**config.mk**
```make
export PLATFORM = sky130hd
export DESIGN_NAME = otwmp_ctrl
export DESIGN_NICKNAME = d
export VERILOG_FILES = /design/src/otwmp_pkg.sv /design/src/otwmp_ctrl.sv
export SDC_FILE = /design/constraint.sdc
export NUM_CORES = 1
export LEC_CHECK = 0
export ABC_AREA = 1
export BUFFER_PORTS_ARGS = -buffer_cell sky130_fd_sc_hd__clkbuf_2
export CAP_MARGIN = 30
export CORE_AREA = 2 2 39 41
export DETAILED_ROUTE_END_ITERATION = 10
export DIE_AREA = 0 0 41 43
export GPL_ROUTABILITY_DRIVEN = 1
export PLACE_DENSITY = 0.4
export SETUP_SLACK_MARGIN = 0.15
export SYNTH_ARGS = -nofsm -noshare
export SYNTH_HDL_FRONTEND = slang
export SYNTH_SLANG_ARGS = --single-unit
```
**constraint.sdc**
```tcl
create_clock -name clk_i -period 1.29 [get_ports clk_i]
set_clock_uncertainty 0.2 [all_clocks]
set_input_delay 0.0645 -clock clk_i [delete_from_list [all_inputs] [get_ports clk_i]]
set_output_delay 0.0645 -clock clk_i [all_outputs]
set_load 0.01 [all_outputs]
```
**src/otwmp_pkg.sv**
```systemverilog
package otwmp_pkg;

  localparam int MAX_ORDERS = 64;
  localparam int SLOT_W     = $clog2(MAX_ORDERS);
  localparam int CNT_W      = $clog2(MAX_ORDERS + 1);

  localparam int TIME_W  = 32;
  localparam int ID_W    = 32;
  localparam int PRICE_W = 32;
  localparam int SUM_W   = 64;

  // Input tdata: timestamp, order_id, price. Output tdata: book_nonempty,
  // highest_price, weighted_sum, exposed_time, padded to whole bytes.
  localparam int IN_DATA_W   = TIME_W + ID_W + PRICE_W;
  localparam int OUT_FIELD_W = 1 + PRICE_W + SUM_W + TIME_W;
  localparam int OUT_DATA_W  = ((OUT_FIELD_W + 7) / 8) * 8;

  typedef enum logic [1:0] {
    ST_OK      = 2'd0,
    ST_UNKNOWN = 2'd1,
    ST_FULL    = 2'd2
  } status_e;

  typedef enum logic {
    CMD_INSERT = 1'b0,
    CMD_ERASE  = 1'b1
  } command_e;

  typedef enum logic [2:0] {
    S_IDLE,
    S_MUL,
    S_ADD,
    S_SCAN,
    S_COMMIT,
    S_RESP
  } state_e;

  typedef struct packed {
    logic capture;
    logic mul;
    logic acc;
    logic scan;
    logic commit;
    logic load_out;
  } dp_cmd_t;

  typedef struct packed {
    logic scan_done;
    logic out_free;
  } dp_sts_t;

  typedef struct packed {
    logic [PRICE_W-1:0] price;
    logic [ID_W-1:0]    id;
  } slot_t;

endpackage

```
**src/otwmp_ctrl.sv**
```systemverilog
module otwmp_ctrl (
  input  logic                clk_i,
  input  logic                rst_ni,
  input  logic                in_valid_i,
  output logic                in_ready_o,
  input  otwmp_pkg::dp_sts_t  sts_i,
  output otwmp_pkg::dp_cmd_t  cmd_o
);

  otwmp_pkg::state_e state_q, state_d;

  always_ff @(posedge clk_i or negedge rst_ni) begin
    if (!rst_ni) begin
      state_q <= otwmp_pkg::S_IDLE;
    end else begin
      state_q <= state_d;
    end
  end

  always_comb begin
    state_d = state_q;
    unique case (state_q)
      otwmp_pkg::S_IDLE: begin
        if (in_valid_i) begin
          state_d = otwmp_pkg::S_MUL;
        end
      end
      otwmp_pkg::S_MUL:    state_d = otwmp_pkg::S_ADD;
      otwmp_pkg::S_ADD:    state_d = otwmp_pkg::S_SCAN;
      otwmp_pkg::S_SCAN: begin
        if (sts_i.scan_done) begin
          state_d = otwmp_pkg::S_COMMIT;
        end
      end
      otwmp_pkg::S_COMMIT: state_d = otwmp_pkg::S_RESP;
      otwmp_pkg::S_RESP: begin
        if (sts_i.out_free) begin
          state_d = otwmp_pkg::S_IDLE;
        end
      end
      default:             state_d = otwmp_pkg::S_IDLE;
    endcase
  end

  always_comb begin
    in_ready_o     = (state_q == otwmp_pkg::S_IDLE);
    cmd_o          = '0;
    cmd_o.capture  = (state_q == otwmp_pkg::S_IDLE) && in_valid_i;
    cmd_o.mul      = (state_q == otwmp_pkg::S_MUL);
    cmd_o.acc      = (state_q == otwmp_pkg::S_ADD);
    cmd_o.scan     = (state_q == otwmp_pkg::S_SCAN);
    cmd_o.commit   = (state_q == otwmp_pkg::S_COMMIT);
    cmd_o.load_out = (state_q == otwmp_pkg::S_RESP) && sts_i.out_free;
  end

endmodule

```
==> impl_metrics.env, run 1 <==
export IMPL_synthSimpleGateAreaFrac=0.4889
export IMPL_overflow=0
export IMPL_synth_main_ff_cell="dfrtp_1"
export IMPL_synthAdderAreaFrac=0
export IMPL_drcViolationCount=0
export IMPL_slew_headroom=0.8895
export IMPL_syn_area_um2=225.2
export IMPL_rsz0062_at_grt="yes"
export IMPL_gp_congestion=0.6589
export IMPL_synthMuxAreaShare=0
export IMPL_firstDrtPassIters=2
export IMPL_nNetsFinal=65
export IMPL_fillers=167
export IMPL_finalCriticalPeriod_ns=1.358
export IMPL_synth_compound_area_frac=0.04444
export IMPL_critPathCaptureType="primary output"
export IMPL_cts_tree="done"
export IMPL_grt_pass1_vias=267
export IMPL_clkTransAtPathRegs_ns=0.03
export IMPL_yosysUniqueCellTypes=14
export IMPL_io_pins=12
export IMPL_hold_violations=0
export IMPL_largest_reg_flops=3
export IMPL_num_rows=14
export IMPL_top_regs="state_q x3"
export IMPL_maxCapViolations=0
export IMPL_regMostFlops="state_q"
export IMPL_outcome="finished with violations"
export IMPL_grt_max_degree=7
export IMPL_core_area_um2=1384
export IMPL_wl_per_cell_um=7.827
export IMPL_yosys_warnings=0
export IMPL_numCtsBuffers=3
export IMPL_path_max_fanout=5
export IMPL_cts_buffer_depth=2
export IMPL_die_w_um=41
export IMPL_cp_start_kind="flop"
export IMPL_netlist_top_cells_area="dfrtp_1 (33%), nand2_1 (10%), nor2_1 (10%)"
export IMPL_ant_nets=0
export IMPL_irDropWorstVdd_uv=647.3
export IMPL_ys_seq_area_frac=0.3333
export IMPL_vias=289
export IMPL_syn_to_final_growth_pct=105.0
export IMPL_routed_via_density=3.853
export IMPL_postSynthAreaPerCell_um2=6.624
export IMPL_grt_pass1_wl_um=924
export IMPL_htreeDepth=1
export IMPL_wirelength_um=587
export IMPL_io_buffers=11
export IMPL_violations="negative setup slack"
export IMPL_fp_dieArea_um2=1763
export IMPL_drive_gt1_frac=0.6271
export IMPL_die_height_um=43
export IMPL_hold_class="input pin to flop"
export IMPL_clk_latency_ns=0.23
export IMPL_path_class="flop to primary output"
export IMPL_start_util=0.1627
export IMPL_root_buffer="clkbuf_4"
export IMPL_worstMarginPinSlew_ns=0.1649
export IMPL_grt_usage=0.07452
export IMPL_synthTopCellsByCount="nand2_1 (6), nor2_1 (6), inv_1 (5)"
export IMPL_synth_nets=39
export IMPL_drt_iter0_drc=1
export IMPL_fmax_mhz=736.3
export IMPL_synth_top_family_by_area="simple AND/OR/NAND/NOR gates"
export IMPL_clock_sinks=3
export IMPL_diodes=0
export IMPL_yosys_area_top_type="dfrtp_1"
export IMPL_synth_xor_area_frac=0
export IMPL_stdcell_area_um2=461.7
export IMPL_final_util=0.3336
export IMPL_place_area_um2=316.6
export IMPL_layout_setup_ws_ns=-0.06818
export IMPL_setup_viol=9
export IMPL_p_per_area_nw_per_um2=2223
export IMPL_post_place_ws_ns=0.05134
export IMPL_post_route_period_util=1.053
export IMPL_drv_slew=0
export IMPL_netlist_area_leader_share=0.3333
export IMPL_arrival_ns=1.09
export IMPL_dp_hpwl_um=431.5
export IMPL_antenna_found_initial=0
export IMPL_yosys_register_bits=3
export IMPL_synthCells=34
export IMPL_p_leak_nw=0.2414
export IMPL_required_ns=1.03
export IMPL_synth_edff_count=0
export IMPL_synthArstFlopShare=1.000
power breakdown:
| part | total [mW] | internal (mW) | switching, mW |
|---|---|---|---|
| sequential | 0.223 | 0.147 | 0.0756 |
| clock | 0.158 | 0.116 | 0.0429 |
| combinational | 0.645 | 0.332 | 0.312 |
cells by family (layout without fill, tap and decap cells):
logic type             Yosys count  in the layout
AOI/OAI and AO/OA                2              2
and+or+nand+nor                 22             22
buffers and inverters            7             32
DFF                              3              3
area by class of cell:
cell class                      count  area, um2  share of cell area
Clock buffer                        4      26.28             0.05691
Inverter                            6      22.52             0.04878
Multi-Input combinational cell     24      150.1              0.3252
Sequential cell                     3      78.83              0.1707
Tap cell                           16      20.02             0.04336
Timing Repair Buffer               22      163.9              0.3550
metrics by stage:
step	cells	setup TNS, ns	hold WS, ns	total power, mW
after floorplan	34	0	-0.4311	0.5409
after global placement	61	0	-0.3360	0.6692
after detailed placement	61	0	-0.3343	0.6658
after CTS	73	-0.4891	0.05156	0.9618
after global routing	75	-0.9384	0.09265	1.122
final	75	-0.3848	0.05154	1.026
metal layers:
metal	vias up	GRT usage	wire, um	part of all wire
li1	155	-	-	-
met1	130	0.08766	217	0.37
met2	4	0.1281	348	0.59
met3	0	0	21	0.036
met4	0	0.04000	0	0
met5	-	0	0	0
cells in the final DEF, fill, tap and decap left out:
| master | Yosys | layout |
|---|---|---|
| buf_4 | 1 | 6 |
| nor3_2 | 0 | 2 |
| dfrtp_2 | 0 | 3 |
| nand2_2 | 2 | 3 |
| inv_2 | 1 | 2 |
| nand4_1 | 1 | 1 |
| buf_2 | 0 | 5 |
| buf_6 | 0 | 3 |
| nand3_1 | 1 | 1 |
| clkbuf_1 | 0 | 1 |
| and2_4 | 1 | 1 |
| clkbuf_2 | 0 | 4 |
| nor2_1 | 6 | 3 |
| inv_1 | 5 | 4 |
| nor3_1 | 3 | 1 |
| nor2_4 | 1 | 3 |
| clkbuf_4 | 0 | 3 |
| a21oi_1 | 2 | 2 |
| nor2_2 | 1 | 2 |
| nand2_1 | 6 | 5 |
| dlygate4sd3_1 | 0 | 4 |
final timing paths:
kind	start	end	slack, ns	cells after the start
min in group asynchronous	rst_ni	state_q[1]	0.52	3
hold reg to reg	state_q[0]	state_q[0]	0.45	3
setup reg to reg	state_q[1]	state_q[2]	-0.03	6
setup / recovery	state_q[0]	cmd_o[1]	-0.07	4
max in group asynchronous	rst_ni	state_q[2]	0.21	3
hold / removal	in_valid_i	state_q[2]	0.05	5
worst max-delay path, cell delays in order, from the launching register on:
cell	delay (ns)
dfrtp_2	0.44
nor2_4	0.13
inv_2	0.06
nor2_4	0.12
buf_6	0.11
what timing repair did:
| item | 4_1_cts | 5_1_grt |
|---|---|---|
| cloned | 0 | 0 |
| endpoints found under the setup margin | 10 | 10 |
| hold buffers | 4 | 0 |
| resized for setup | 5 | 12 |
| pin swaps | 4 | 4 |
| buffers inserted | 4 | 2 |
| hold endpoints to repair | 5 | 0 |
(Power assumes the default switching activity.)
==> run 2: changes to the inputs <==
--- a/config.mk
+++ b/config.mk
@@ -6,14 +6,15 @@
 export NUM_CORES = 1
 export LEC_CHECK = 0
 export ABC_AREA = 1
-export BUFFER_PORTS_ARGS = -buffer_cell sky130_fd_sc_hd__clkbuf_2
 export CAP_MARGIN = 30
 export CORE_AREA = 2 2 39 41
 export DETAILED_ROUTE_END_ITERATION = 10
 export DIE_AREA = 0 0 41 43
+export DONT_BUFFER_PORTS = 1
 export GPL_ROUTABILITY_DRIVEN = 1
-export PLACE_DENSITY = 0.4
+export PLACE_DENSITY = 0.33
 export SETUP_SLACK_MARGIN = 0.15
+export SLEW_MARGIN = 5
 export SYNTH_ARGS = -nofsm -noshare
 export SYNTH_HDL_FRONTEND = slang
 export SYNTH_SLANG_ARGS = --single-unit
==> constraint.sdc (replaced) <==
create_clock -name clk_i -period 1.3 [get_ports clk_i]
set_clock_uncertainty 0.2 [all_clocks]
set_input_delay 0.065 -clock clk_i [delete_from_list [all_inputs] [get_ports clk_i]]
set_output_delay 0.065 -clock clk_i [all_outputs]
set_load 0.01 [all_outputs]
==> run 2 against run 1 <==
The flow still finishes with violations (negative setup slack). Total power increased by 16%. Worst hold slack improved by 0.11 ns. Combinational power increased by 24%. Critical path type unchanged. Core utilization increased by 3.8 points. First-iteration DRC count unchanged. Wire length increased by 15%. Die area unchanged. Final area increased by 11%. Clock-buffer cell count unchanged. Register-to-register slack improved by 0.02 ns.
==> impl_metrics.env, run 2 (same netlist as run 1, synthesis figures left out) <==
export IMPL_dp_cells=56
export IMPL_outcome="finished with violations"
export IMPL_gp_congestion=0.7396
export IMPL_drive_gt1_frac=0.6786
export IMPL_diodes=0
export IMPL_path_max_fanout=5
export IMPL_critPathMaxStageDelay_ns=0.46
export IMPL_layout_setup_ws_ns=-0.06603
export IMPL_cts_buffer_depth=2
export IMPL_finalCriticalPeriod_ns=1.366
export IMPL_p_leak_nw=0.2436
export IMPL_dp_hpwl_um=415.9
export IMPL_nNetsFinal=62
export IMPL_total_power_mw=1.188
export IMPL_crit_path_top_delay_cell="dfrtp_2"
export IMPL_ant_nets=0
export IMPL_irDropWorstVdd_uv=599.9
export IMPL_worst_path_buf_inv=2
export IMPL_antenna_found_initial=0
export IMPL_post_place_ws_ns=0.06212
export IMPL_place_area_um2=306.5
export IMPL_die_w_um=41
export IMPL_hold_class="input pin to primary output"
export IMPL_grt_usage=0.08157
export IMPL_finalNonFillerCells=72
export IMPL_syn_to_final_growth_pct=128.3
export IMPL_hold_violations=0
export IMPL_path_delay_family="flip-flops"
export IMPL_grt_max_degree=7
export IMPL_numCtsBuffers=3
export IMPL_post_route_period_util=1.051
export IMPL_critPathCaptureType="primary output"
export IMPL_start_util=0.1627
export IMPL_top_regs="state_q x3"
export IMPL_die_height_um=43
export IMPL_violations="negative setup slack"
export IMPL_rsz0062_at_grt="yes"
export IMPL_routed_via_density=4.083
export IMPL_worstMarginPinSlew_ns=0.2124
export IMPL_maxCapViolations=0
export IMPL_fmax_mhz=732.0
export IMPL_setup_viol=9
export IMPL_root_buffer="clkbuf_4"
export IMPL_drcViolationCount=0
export IMPL_core_area_um2=1384
export IMPL_vias=294
export IMPL_cts_tree="done"
export IMPL_grt_pass1_vias=230
export IMPL_clock_sinks=3
export IMPL_wl_per_cell_um=9.347
export IMPL_cp_cell_sequence="nor2_4 > inv_2 > nor3_2 > buf_4"
export IMPL_firstDrtPassIters=2
export IMPL_largest_reg_flops=3
export IMPL_io_pins=12
export IMPL_required_ns=1.03
export IMPL_fp_dieArea_um2=1763
export IMPL_htreeDepth=1
export IMPL_final_util=0.3716
export IMPL_io_buffers=0
export IMPL_cp_start_kind="flop"
export IMPL_slew_headroom=0.8579
export IMPL_stdcell_area_um2=514.2
export IMPL_wirelength_um=673
export IMPL_whs_ns=0.1626
export IMPL_grt_pass1_wl_um=924
export IMPL_setup_tns_ns=-0.2609
export IMPL_regMostFlops="state_q"
export IMPL_p_per_area_nw_per_um2=2310
export IMPL_num_rows=14
export IMPL_clkTransAtPathRegs_ns=0.04
export IMPL_clk_latency_ns=0.23
export IMPL_drt_iter0_drc=1
export IMPL_layout_commonest_cell="buf_4"
export IMPL_arrival_ns=1.10
export IMPL_overflow=0
export IMPL_path_class="flop to primary output"
export IMPL_final_cell_mix="buf_4 (7), buf_6 (6), dlygate4sd3_1 (5), nand2_1 (4)"
export IMPL_drv_slew=0
-- run 2: report_power, final --
group | internal, mW | leakage, nW | total [mW] | switching [mW]
sequential | 0.147 | 0.0336 | 0.232 | 0.0855
combinational | 0.427 | 0.195 | 0.797 | 0.370
clock | 0.115 | 0.0150 | 0.159 | 0.0441
-- run 2: cell type report --
| cell class | count | area [um2] |
|---|---|---|
| Clock buffer | 4 | 26.28 |
| Fill cell | 149 | 869.6 |
| Inverter | 6 | 22.52 |
| Multi-Input combinational cell | 24 | 176.4 |
| Sequential cell | 3 | 78.83 |
| Tap cell | 16 | 20.02 |
| Timing Repair Buffer | 19 | 190.2 |
-- run 2: metal layers --
layer  global-route usage  vias to the layer above  routed length, um
met5                    0                        -                  0
met4              0.04000                        0                  0
met3              0.03141                        0                 23
met2               0.1344                        5                418
met1              0.08442                      139                231
li1                     -                      150                  -
-- run 2: path summary, 6_finish.rpt --
| path | start | end | slack [ns] | cells past startpoint |
|---|---|---|---|---|
| worst max-delay path | state_q[0] | cmd_o[5] | -0.07 | 4 |
| min in group asynchronous | rst_ni | state_q[1] | 0.42 | 2 |
| worst min-delay path | sts_i[0] | cmd_o[0] | 0.16 | 3 |
| max in group asynchronous | rst_ni | state_q[2] | 0.33 | 2 |
| worst max register to register | state_q[1] | state_q[2] | -0.01 | 6 |
| worst min register to register | state_q[0] | state_q[1] | 0.50 | 3 |
-- run 2: tightest hold or removal path: cells and delay by family --
kind                   cells  cell delay (ns)
AND/OR/NAND/NOR            1             0.04
buffers and inverters      2             0.19
-- run 2: timing repair --
action / CTS / global route
pin swaps: 3 / 5
hold endpoints to repair: 6 / 0
endpoints found under the setup margin: 10 / 10
hold buffers: 5 / 0
gates cloned: 0 / 0
resized for setup: 13 / 7
buffers inserted: 5 / 2
